==> src/hw/rtl/qse_pkg.sv <==
`default_nettype none
// ----------------------------------------------------------------------------
// qse_pkg
// Shared types and default constants for the sorting engine.
// ----------------------------------------------------------------------------
package qse_pkg;

    localparam int CAPACITY_DEF    = 64;
    localparam int VALUE_WIDTH_DEF = 32;

    typedef enum logic {
        ST_LOAD  = 1'b0,
        ST_DRAIN = 1'b1
    } t_state;

    // per-cycle command broadcast to every cell of the row
    typedef struct packed {
        logic insert;
        logic shift;
    } t_cell_ctrl;

endpackage

`default_nettype wire

==> src/hw/rtl/qse_cell.sv <==
`default_nettype none
// ----------------------------------------------------------------------------
// qse_cell
// One slot of the sorted row: keeps its value in order on insert and
// passes values toward the head of the row on drain.
// ----------------------------------------------------------------------------
module qse_cell #(
    parameter int VALUE_WIDTH = qse_pkg::VALUE_WIDTH_DEF
) (
    input  wire                           i_clk,
    input  wire                           i_rst_n,
    input  wire qse_pkg::t_cell_ctrl      i_ctrl,
    input  wire signed [VALUE_WIDTH-1:0]  i_new_value,
    input  wire signed [VALUE_WIDTH-1:0]  i_prev_value,
    input  wire                           i_prev_valid,
    input  wire                           i_prev_gt,
    input  wire signed [VALUE_WIDTH-1:0]  i_next_value,
    input  wire                           i_next_valid,
    output logic signed [VALUE_WIDTH-1:0] o_value,
    output logic                          o_valid,
    output logic                          o_gt
);

    logic signed [VALUE_WIDTH-1:0] r_value, n_value;
    logic                          r_valid, n_valid;

    assign o_gt    = r_valid && (r_value > i_new_value);
    assign o_value = r_value;
    assign o_valid = r_valid;

    always_comb begin
        n_value = r_value;
        n_valid = r_valid;
        if (i_ctrl.shift) begin
            n_value = i_next_value;
            n_valid = i_next_valid;
        end else if (i_ctrl.insert) begin
            if (o_gt || (!r_valid && i_prev_valid)) begin
                n_value = i_prev_gt ? i_prev_value : i_new_value;
                n_valid = 1'b1;
            end
        end
    end

    always_ff @(posedge i_clk) begin
        r_value <= n_value;
        if (!i_rst_n) begin
            r_valid <= 1'b0;
        end else begin
            r_valid <= n_valid;
        end
    end

endmodule

`default_nettype wire

==> config.mk <==
export PLATFORM = sky130hd
export DESIGN_NAME = qse_cell
export DESIGN_NICKNAME = d
export VERILOG_FILES = /design/src/hw/rtl/qse_pkg.sv /design/src/hw/rtl/qse_cell.sv
export SDC_FILE = /design/constraint.sdc
export NUM_CORES = 1
export LEC_CHECK = 0
export BUFFER_PORTS_ARGS = -buffer_cell sky130_fd_sc_hd__buf_2
export CAP_MARGIN = 5
export CELL_PAD_IN_SITES_DETAIL_PLACEMENT = 0
export CELL_PAD_IN_SITES_GLOBAL_PLACEMENT = 1
export CORE_ASPECT_RATIO = 2
export CORE_UTILIZATION = 35
export DETAILED_ROUTE_END_ITERATION = 10
export PLACE_DENSITY_LB_ADDON = 0.1
export SETUP_SLACK_MARGIN = 0.15
export SLEW_MARGIN = 20
export SYNTH_ARGS = -nofsm -noshare
export SYNTH_HDL_FRONTEND = slang
export SYNTH_SLANG_ARGS = --single-unit
==> constraint.sdc <==
create_clock -name i_clk -period 5.1 [get_ports i_clk]
set_input_delay 0.51 -clock i_clk [delete_from_list [all_inputs] [get_ports i_clk]]
set_output_delay 0.51 -clock i_clk [all_outputs]
set_load 0.02 [all_outputs]
# --- After elaboration in Yosys (flattened, before gate mapping) ---
# Index checks and enable logic that the tools add are counted.
totals:
  mem_bits_ro: 0
  latch_bits: 0
  ram_bits: 0
  inputBits: 103
  output_inout_bits: 34
  wordCells: 17
  n_memories: 0
  ff_bits: 33
classes:
  reduce_logical: 7
  n_addsub: 0
  n_lt_le_gt_ge: 1
  n_div: 0
  muxes: 7
  multipliers: 0
  bitwise_logic: 0
  n_eq_ne: 0
  shift: 0
ops:
  columns: ["op", "count"]
  rows:
  - ["32-bit 2-to-1 mux", 4]
  - ["32-bit > comparator", 1]
  - ["2-bit nonzero test", 2]
  - ["1-bit 2-to-1 mux", 3]
  - ["1-bit logical AND", 2]
  - ["2-bit AND reduction", 1]
  - ["1-bit zero test", 1]
  - ["1-bit logical OR", 1]

# --- Logic depth before layout (Yosys ltp) ---
depth:
  depth_word: 6
  ltp_mapped: 8
  ltp_nobuf: 8

# --- Least setup slack after synthesis ---
# No wires, ideal clock.
synth_path:
  kind: "input to register"
  start: "in i_new_value[5]"
  end: "reg r_value[0], in the netlist o_value[0] (enable)"
  t_arrival_ps: 3137
  setup_time_ps: 423
  t_required_ps: 4677
  n_path_buf: 0
  path_slack_ps: 1539
  stages: 8
  cell_sequence: "inv_1 ha_1 a21o_1 nand3_2 a211oi_2 o41ai_2 a21oi_1 o311ai_2"
synth_via:
  elab_chain_len: 5
synth_rtl:
  columns: ["item", "line_no", "text"]
  rows:
  - ["start: declaration", "qse_cell.sv:13", "input wire signed [VALUE_WIDTH-1:0] i_new_value,"]
  - ["32-bit > comparator", "qse_cell.sv:27", "assign o_gt = r_valid && (r_value > i_new_value);"]
  - ["1-bit logical AND", "qse_cell.sv:27", null]
  - ["1-bit logical OR", "qse_cell.sv:38", "if (o_gt || (!r_valid && i_prev_valid)) begin"]
  - ["2-bit nonzero test (no line)", null, null]
  - ["2-bit AND reduction (no line)", null, null]
  - ["end signal: assignment", "qse_cell.sv:46", "r_value <= n_value;"]
  - ["end: declaration", "qse_cell.sv:24", "logic signed [VALUE_WIDTH-1:0] r_value, n_value;"]
# Every way passes these cells.
# A chain may end at the register's enable or synchronous reset.

# --- Worst setup path in the final report ---
layout_path:
  start: "reg r_value[5], in the netlist o_value[5]"
  end: "reg r_value[25], in the netlist o_value[25] (enable)"
layout_via:
  elab_chain_len: 5
layout_rtl:
  columns: ["item", "line_no"]
  rows:
  - ["32-bit > comparator", "qse_cell.sv:27"]
  - ["1-bit logical AND", "qse_cell.sv:27"]
  - ["1-bit logical OR", "qse_cell.sv:38"]
  - ["2-bit nonzero test (no line)", null]
  - ["2-bit AND reduction (no line)", null]
# Every way passes these cells.

==> results by group <==
STA
  • Setup TNS Final: 0 ns
  • Fin crit share: 57.4%
  • Max-slew headroom: 32.5%
  • Final setup vio count: 0
  • Period minus WS final: 2.93 ns
  • Fmax: 341 MHz
  • Hold Slack: 0.483 ns
  • RSZ-0062 raised after global routing: false
  • Setup Skew: 0.00410 ns
  • Hold Violations, Final: 0
  • Slew Limit Fails: 0
  • Worst slew pin tran: 1.01 ns

Worst setup path
  • Req. time, crit path: 5.05 ns
  • R2R Setup Slk: 2.17 ns
  • RR Startpoint: o_value[5]
  • Critical path fanouts, max: 23
  • Worst Setup End Kind: flip-flop
  • Worst Path Arrival: 2.88 ns
  • Reg2Reg Capture Point: o_value[25]
  • R2r worst-path depth: 8
  • Critical path startpoint category: flip-flop
  • Crit path kind: reg2reg

Route
  • WL/cell: 13.8 µm
  • Final wirelength: 6650 µm
  • DRC: 0
  • Vias per Instance: 4.82
  • Router iterations before antenna repair: 4
  • Iter 0 DRT Violations: 36
  • Routed vias: 2322
  • Final ANT Viol Nets: 0

Clock tree
  • CTS resizes: 0
  • CTS tree: built
  • Post-CTS setup buffers: 0
  • Clk slew on worst S/H paths: 0.05 ns
  • Latest clock arrival within the worst-skew pair: 0.27 ns
  • CTS sink cnt: 33
  • Total CTS buffers: 5
  • Hold bufs inserted after CTS: 0
  • H-Tree Depth: 2
  • CTS max path bufs: 2
  • Root Buffer: clkbuf_16

Pwr
  • Total power: 0.884 mW
  • Pleak: 1.84 nW
  • NetSw: 0.264 mW
  • Clock Power Share: 31.2%
  • Max VDD drop: 0.145 mV
  • Comb pwr share: 29.1%
  • Internal Power: 0.620 mW
  • Seq pwr share: 39.6%
  • Switching Share: 29.8%
  • Power density cells: 256 nW/µm²

Die
  • Chip height: 123 µm
  • Die area: 7650 µm²
  • Core Area: 6990 µm²
  • Ports: 137
  • Die width: 62.3 µm
  • Row cnt: 43
  • Starting density of the core: 36.4%

Hold path
  • Hold path depth: 3
  • WHS Endpoint: o_valid
  • Hold Crit Start: i_rst_n
  • Hold Path Class: in2reg

Yosys
  • Synth warnings: 0
  • Mapped Nets: 394
  • Cells after Synth: 259
  • Largest family of logic cells by synthesized area: adder cells
  • Multiplexer share of the synthesized area: 12.6%
  • Syn avg cell area: 9.84 µm²
  • Synth Area in Simple Gates: 11.7%
  • Compound-Gate Fraction of Synth Area: 14.7%
  • Register area share after synthesis: 38.5%
  • Synth cell types: 29
  • Synth Area in Adders: 15.7%
  • Flop and latch count out of synthesis: 33
  • Synth Area in XOR/XNOR: 0%
  • Syn Std Cell Area: 2550 µm²

Layout
  • Share of layout cells above drive strength 1: 38.5%
  • Inserted Diodes: 0
  • Layout Nets: 527
  • Most frequent cells in the layout: buf_2, nand2_1, o21ai_0
  • Synth-to-layout area growth: 35.2%
  • Commonest non-fill, non-tap cell in the layout: buf_2

Global routing
  • Total gr overflow: 0
  • Total track usage: 18.2%
  • Largest net degree at the start of global routing: 66
  • Number of global-route vias before repair: 2421
  • First-pass GRT wire length: 10700 µm
  • Initial antenna violation count: 0

Placement
  • PortBufs: 136
  • Gpl congestion: 0.719
  • Post-DP HPWL: 5410 µm

Run status
  • Outcome: completed

Job
  • Max Cap Violations: 0
## routing by layer
metal	global-route usage [%]	up-vias	share of wire [%]
li1	-	1199	-
met1	17.7	1037	34
met2	37.6	77	60
met3	2.32	9	4.2
met4	7.27	0	1.9
met5	0	-	0
## cell usage after synthesis
library cell,number,area [µm²]
a21oi_1,12,60.1
a211oi_2,1,12.5
o41ai_2,1,16.3
nand3b_1,1,7.51
nor2b_1,2,12.5
nor4_4,1,21.3
buf_2,3,15.0
nand4_2,3,37.5
inv_1,34,128
nor3_1,1,5.00
ha_1,32,400
and4_1,2,17.5
a21o_1,7,52.6
edfxtp_1,32,961
nand3_2,1,10.0
a31oi_1,1,6.26
o311ai_2,1,16.3
dfxtp_1,1,20.0
nand4_1,5,31.3
a21boi_1,1,7.51
nor3_2,1,10.0
nand3_1,3,15.0
a221o_1,1,10.0
clkbuf_1,8,30.0
o21ai_0,35,175
o211ai_1,1,7.51
nand2_1,35,131
mux2i_1,32,320
o41a_1,1,11.3
## worst max path at each step
stage | startpoint | end | slack, ns
5_1_grt | o_value[14] | o_value[13] | 1.93
2_1_floorplan | i_new_value[5] | o_value[0] | 1.54
6_report | o_value[5] | o_value[25] | 2.17
3_3_place_gp | i_new_value[5] | o_value[24] | 1.91
4_1_cts | o_value[15] | o_value[13] | 2.09
3_5_place_dp | i_new_value[15] | o_value[25] | 1.86
## cell families after synthesis
family | count (synthesis)
AO/OA/AOI/OAI | 62
AND/OR/NAND/NOR | 55
buffers and inverters | 45
flip-flops | 33
multiplexers | 32
adder cells (fa/ha/maj) | 32
## cell type report
cell class,count,area (µm²)
Clock buffer,6,129
Clock inverter,1,3.75
Fill cell,726,3550
Inverter,34,128
Multi-Input combinational cell,181,1410
Sequential cell,33,981
Tap cell,90,113
Timing Repair Buffer,137,688
## power by group through the flow
stage / logic (mW) / clock network [mW] / registers (mW)
global placement: 0.261 / 0 / 0.355
CTS: 0.263 / 0.286 / 0.351
global route: 0.289 / 0.297 / 0.354
finish: 0.258 / 0.276 / 0.350
floorplan: 0.121 / 0 / 0.390
detailed placement: 0.262 / 0 / 0.356
## critical path: stages, from the launching register on
cell and delay (ns):
edfxtp_1 0.40, ha_1 0.31, a21o_1 0.19, nand3_2 0.07, a211oi_2 0.06, o41ai_2 0.38
a21oi_1 0.18, o311ai_4 0.59, buf_4 0.41
## sequential cells by signal, summed over array words and instances, names as in the netlist
register and count:
o_value 32, o_valid 1
## per-stage QoR
step	utilization [%]	std cells	setup slack, ns	cell area (µm²)
floorplan	-	259	1.54	2550
global placement	47.4	475	1.91	3310
detailed placement	47.4	475	1.86	3310
CTS	49.3	482	2.09	3450
global route	49.3	482	1.93	3450
finish	49.3	482	2.17	3450
No activity file was read; power rests on OpenSTA's default activity.
